## src/sv/pabs_pkg.sv

```systemverilog
// Package for the pixel alpha blend store.
// Item and register types, status and operation codes, blend constants.
// No dependencies.
package pabs_pkg;

  localparam logic OP_BLEND = 1'b0;
  localparam logic OP_READ  = 1'b1;

  localparam logic [2:0] ST_WRITTEN   = 3'd0;
  localparam logic [2:0] ST_OFF_IMAGE = 3'd1;
  localparam logic [2:0] ST_ZERO_SKIP = 3'd2;
  localparam logic [2:0] ST_READ_DONE = 3'd3;
  localparam logic [2:0] ST_READ_OFF  = 3'd4;

  localparam logic [1:0] REG_IMAGE_WIDTH  = 2'd0;
  localparam logic [1:0] REG_IMAGE_HEIGHT = 2'd1;

  localparam logic [7:0]  ALPHA_OPAQUE = 8'hFF;
  localparam logic [8:0]  ALPHA_ONE    = 9'd256;
  localparam logic [23:0] RGB_MASK     = 24'hFFFFFF;
  localparam logic [7:0]  REG_RESET    = 8'd128;

  typedef struct packed {
    logic              operation;
    logic signed [15:0] pos_x;
    logic signed [15:0] pos_y;
    logic [23:0]        rgb_color;
    logic [7:0]         src_alpha;
  } in_item_t;

  typedef struct packed {
    logic [31:0] pixel_word;
    logic [2:0]  status;
  } out_item_t;

  typedef struct packed {
    logic [1:0] reg_index;
    logic [7:0] value;
  } cfg_item_t;

  typedef struct packed {
    logic [7:0] width;
    logic [7:0] height;
  } limits_t;

endpackage

```

## src/sv/pabs_blend.sv

```systemverilog
// Source-over blend of an RGB color with coverage alpha onto an ARGB pixel.
// Depends on pabs_pkg.
module pabs_blend (
  input  logic [31:0] bg,
  input  logic [23:0] color,
  input  logic [7:0]  alpha,
  output logic [31:0] word
);
  import pabs_pkg::*;

  logic [7:0]  ba;
  logic [8:0]  ia;
  logic [16:0] sum_r, sum_g, sum_b;
  logic [16:0] prod_a;
  logic [8:0]  acc_a;
  logic [7:0]  out_a;

  assign ba = bg[31:24];
  assign ia = ALPHA_ONE - {1'b0, alpha};

  assign sum_r = 17'(color[23:16]) * 17'(alpha) + 17'(bg[23:16]) * 17'(ia);
  assign sum_g = 17'(color[15:8])  * 17'(alpha) + 17'(bg[15:8])  * 17'(ia);
  assign sum_b = 17'(color[7:0])   * 17'(alpha) + 17'(bg[7:0])   * 17'(ia);
  assign prod_a = 17'(ba) * 17'(ia);
  assign acc_a  = {1'b0, alpha} + {1'b0, prod_a[15:8]};
  assign out_a  = acc_a[8] ? ALPHA_OPAQUE : acc_a[7:0];

  always_comb begin
    if (alpha == ALPHA_OPAQUE) begin
      word = {ALPHA_OPAQUE, color & RGB_MASK};
    end else if (ba == 8'd0) begin
      word = {alpha, color & RGB_MASK};
    end else begin
      word = {out_a, sum_r[15:8], sum_g[15:8], sum_b[15:8]};
    end
  end

endmodule

```

## config.mk

```make
export PLATFORM = sky130hd
export DESIGN_NAME = pabs_blend
export DESIGN_NICKNAME = d
export VERILOG_FILES = /design/src/sv/pabs_pkg.sv /design/src/sv/pabs_blend.sv
export SDC_FILE = /design/constraint.sdc
export NUM_CORES = 1
export LEC_CHECK = 0
export ABC_AREA = 1
export BUFFER_PORTS_ARGS = -buffer_cell sky130_fd_sc_hd__buf_2
export CAP_MARGIN = 20
export CORE_MARGIN = 2
export CORE_UTILIZATION = 25
export DETAILED_ROUTE_END_ITERATION = 8
export GPL_ROUTABILITY_DRIVEN = 0
export GPL_TIMING_DRIVEN = 0
export PLACE_DENSITY_LB_ADDON = 0.05
export SYNTH_ARGS = -nofsm -noshare
export SYNTH_HDL_FRONTEND = slang
export SYNTH_SLANG_ARGS = --single-unit
```

## constraint.sdc

```tcl
create_clock -name vclk -period 8.05
set_input_delay 1.2075 -clock vclk [all_inputs]
set_output_delay 1.2075 -clock vclk [all_outputs]
set_load 0.05 [all_outputs]
```

---- After elaboration in Yosys (flattened, before gate mapping) ----
Cells that the tools add are included.
storage, ports and cells
  output and inout bits ................... 32
  input port bits ......................... 64
  flip-flop bits (word level) ............. 0
cells by class
  $mul .................................... 7
  add/subtract/negate cells ............... 5
  equality and inequality tests ........... 1
  reductions and logical operators ........ 1
  multiplexer cells ....................... 3
operators with widths
  operator             count
  $mul 8x9->16         4
  $mux 32              2
  $add 16x16->16       3
  $mul 8x8->16         3
  $add 8x8->9          1
  $sub 9x8->9 const A  1
  $eq 8x8->1 const B   1
  $logic_not 8->1      1
  $mux 8               1

---- Depth between registers and ports, before layout ----
  depth after elaboration ................. 6
  gate-level depth with buffers ........... 35
  depth with buffers taken out ............ 33

---- Least setup slack after synthesis ----
No wires, ideal clock.
  kind .................................... input to output
  from .................................... input alpha[0]
  to ...................................... output word[24]
  arrival time ............................ 7334 ps
  stages .................................. 30
  path slack .............................. -491 ps
  path through ............................ buf_6 clkbuf_1 inv_1 ha_1 nand2_2 nor2_4 nand2_1 o21ai_2 nand2_2 buf_2 nor2_1 fa_1 fa_1 fa_1 inv_1 fa_1 inv_1 ha_1 inv_1 o21bai_1 a31oi_1 nand2_1 nand2_1 nand2_1 xor2_1 ha_1 a21oi_1 o21ai_0 a211oi_1 o21ai_0
on the way
  cells in the longest elaborated chain, start to end .. 6
  elaborated cells on any way between the ends .. 7
  classes of those cells .................. add/sub (2); mul (1); eq/ne (1); mux (3)
RTL lines
  element          line              source
  start, declared  pabs_blend.sv:6   input logic [7:0] alpha,
  $sub 9x8->9      pabs_blend.sv:19  assign ia = ALPHA_ONE - {1'b0, alpha};
  $mul 8x9->16     pabs_blend.sv:24  assign prod_a = 17'(ba) * 17'(ia);
  $add 8x8->9      pabs_blend.sv:25  assign acc_a = {1'b0, alpha} + {1'b0, prod_a[15:8]};
  $mux 8           pabs_blend.sv:26  assign out_a = acc_a[8] ? ALPHA_OPAQUE : acc_a[7:0];
  $mux 32          pabs_blend.sv:31  end else if (ba == 8'd0) begin
  $mux 32 (*)      pabs_blend.sv:29  if (alpha == ALPHA_OPAQUE) begin
  end, declared    pabs_blend.sv:7   output logic [31:0] word
Every way passes the cells marked *; elsewhere a longest branch is shown, timed or not.

---- Final worst setup path ----
  from .................................... input alpha[0]
  to ...................................... output word[7]
on the way
  cells in the longest elaborated chain, start to end .. 5
  elaborated cells on any way between the ends .. 7
  classes of those cells .................. add/sub (2); mul (2); eq/ne (1); mux (2)
RTL lines
  element         line              source
  $sub 9x8->9     pabs_blend.sv:19
  $mul 8x9->16    pabs_blend.sv:23  assign sum_b = 17'(color[7:0]) * 17'(alpha) + 17'(bg[7:0]) * 17'(ia);
  $add 16x16->16  pabs_blend.sv:23
  $mux 32         pabs_blend.sv:31
  $mux 32 (*)     pabs_blend.sv:29
Marks and branches as above.

==> run summary <==
Hold Crit Class - in2out
number of synthesis warnings - 0
First DRT Iteration DRCs - 505
Post-DP HPWL - 53.66 mm
Routed Antenna Nets - 0
Synth Net Count - 3013
count of hold-fix buffers inserted at cts - 0
Slowest Stage Delay on Critical Path - 0.57 ns
die height - 266.2 microns
Hold Slack - 2.921 ns
CP max stage cell - fa_2
Required @ worst endpoint - 6.84 ns
Worst slew margin - 35.54%
Area Growth Syn to Fin - 22.79%
DR vias/cell - 4.313
# rows - 96
endpoint class of the critical path - output pin
commonest non-fill, non-tap cell in the layout - inv_1
I/O Buffers - 72
# IOs - 96
Distinct cells, synth - 41
Worst Path Max Fanout - 4
# DRC - 0
Hold Crit Start - alpha[1]
register area share after synthesis - 0%
Final Slew Violations - 0
Crit path max-delay family - adder cells
largest net degree at the start of global routing - 11
post-synthesis area per instance - 7.194 sq um
layout cells sized above 1 - 18.10%
minimum clock period - 8.417 ns
Fin Setup TNS - -7.794 ns
unrepaired setup endpoints after global routing - true
drt total wl - 64.44 mm
max_cap viols - 0
Netlist Area Pre-Place - 17190 sq um
Gate Count Post-Synth - 2389
critical path class - in2out
drt first pass iters - 5
fin area - 21100 sq um
worst slew pin tran - 0.9669 ns
grt total ovfl - 0
Worst Path Buf+Inv - 13
Final setup viols - 32
Final Worst Setup Slack - -0.3670 ns
most frequent cells in the layout - inv_1, nand2_1, fa_1, nor2_1, ha_1
Max Fclk - 118.8 MHz
Final nets - 3168
DR vias - 14780
Starting Density - 25.15%
failing checks - negative setup slack
period utilisation layout - 104.6%
vias in the first global route - 16192
Crit. Startpoint - alpha[0]
GRT Overall Usage - 18.64%
Clock Buffer Count - 0
CP startpoint kind - input pin
total die area - 70860 sq um
Critical Path AT - 7.21 ns
Avg WL per Cell - 18.80 microns
final hold vios - 0
Final Util - 30.88%
Area after DPL - 18740 sq um
Seq cells - 0
status - finished with violations
Chip Width - 266.2 microns
core area - 68350 sq um
sequential cell area - 0 sq um
initial antenna violation count - 2
first-pass GRT wire length - 99.38 mm
worst paths after layout:
kind / slack [ns] / end / cells past startpoint
max: -0.37 / word[7] / 33
min: 2.92 / word[25] / 5
per-layer routing:
layer	up-vias	share of wire [%]	global-route usage, %
li1	7187	-	-
met5	-	0.017	0
met4	2	2.2	4.191
met1	7370	47	25.27
met3	43	2.4	1.433
met2	178	49	32.27
kinds of logic after synthesis:
group	count (synthesis)	synth area share, %
compound gates	91	2.985
simple gates	939	22.45
xor+xnor	25	1.274
fa+ha+maj	560	55.79
buf+inv	774	17.49
cell type report:
type                       instances  area (sq um)
antenna                            3         7.507
multi-input combinational       1615         15460
inverter                         700          2680
timing repair buffer             153          1330
buffer                            74         523.0
fill                            7472         47240
tap                              882          1104
cells in the mapped netlist:
| library cell | number | area [sq um] |
|---|---|---|
| nand2_2 | 6 | 37.54 |
| a21oi_1 | 44 | 220.2 |
| xor2_1 | 10 | 87.58 |
| buf_1 | 7 | 26.28 |
| nand4_1 | 16 | 100.1 |
| buf_2 | 13 | 65.06 |
| a211oi_1 | 2 | 15.01 |
| inv_1 | 694 | 2605 |
| a21oi_2 | 1 | 8.760 |
| o21ai_1 | 1 | 5.000 |
| xnor2_1 | 15 | 131.4 |
| clkbuf_1 | 41 | 153.9 |
| or2_2 | 4 | 25.02 |
| buf_6 | 9 | 101.4 |
| a21o_1 | 8 | 60.06 |
| ha_1 | 216 | 2703 |
| inv_4 | 1 | 6.260 |
| inv_2 | 5 | 18.77 |
| nand2_1 | 592 | 2222 |
| nand3_2 | 2 | 20.02 |
| or2_0 | 10 | 62.56 |
| a31oi_1 | 3 | 18.77 |
| o21a_1 | 3 | 22.52 |
| o21ai_2 | 2 | 17.52 |
| nor2_1 | 194 | 728.2 |
| nand4_4 | 1 | 21.27 |
| nor3_4 | 1 | 16.27 |
| and3_1 | 1 | 6.260 |
| nor2_2 | 1 | 6.260 |
| buf_4 | 4 | 30.03 |
| o21ai_0 | 23 | 115.1 |
| nand3_1 | 85 | 425.4 |
| o21bai_1 | 3 | 22.52 |
| nand3b_1 | 2 | 15.01 |
| fa_1 | 344 | 6887 |
| nor3b_1 | 3 | 22.52 |
| o211ai_1 | 1 | 7.510 |
| nor2_4 | 5 | 56.30 |
| or2_1 | 5 | 31.28 |
| nor3_1 | 10 | 50.05 |
| nand4_2 | 1 | 12.51 |
timing repair:
action / 4_1_cts / 5_1_grt
pin swaps: 92 / 74
setup endpoints to repair: 32 / 32
buffers inserted: 67 / 13
gates resized for setup: 293 / 149
stage by stage:
step	setup WS [ns]	cells
2_1_floorplan	-0.02447	2389
3_3_place_gp	-2.379	3343
3_5_place_dp	-2.354	3345
4_1_cts	-0.4529	3412
5_1_grt	-0.6210	3424
6_report	-0.3670	3427
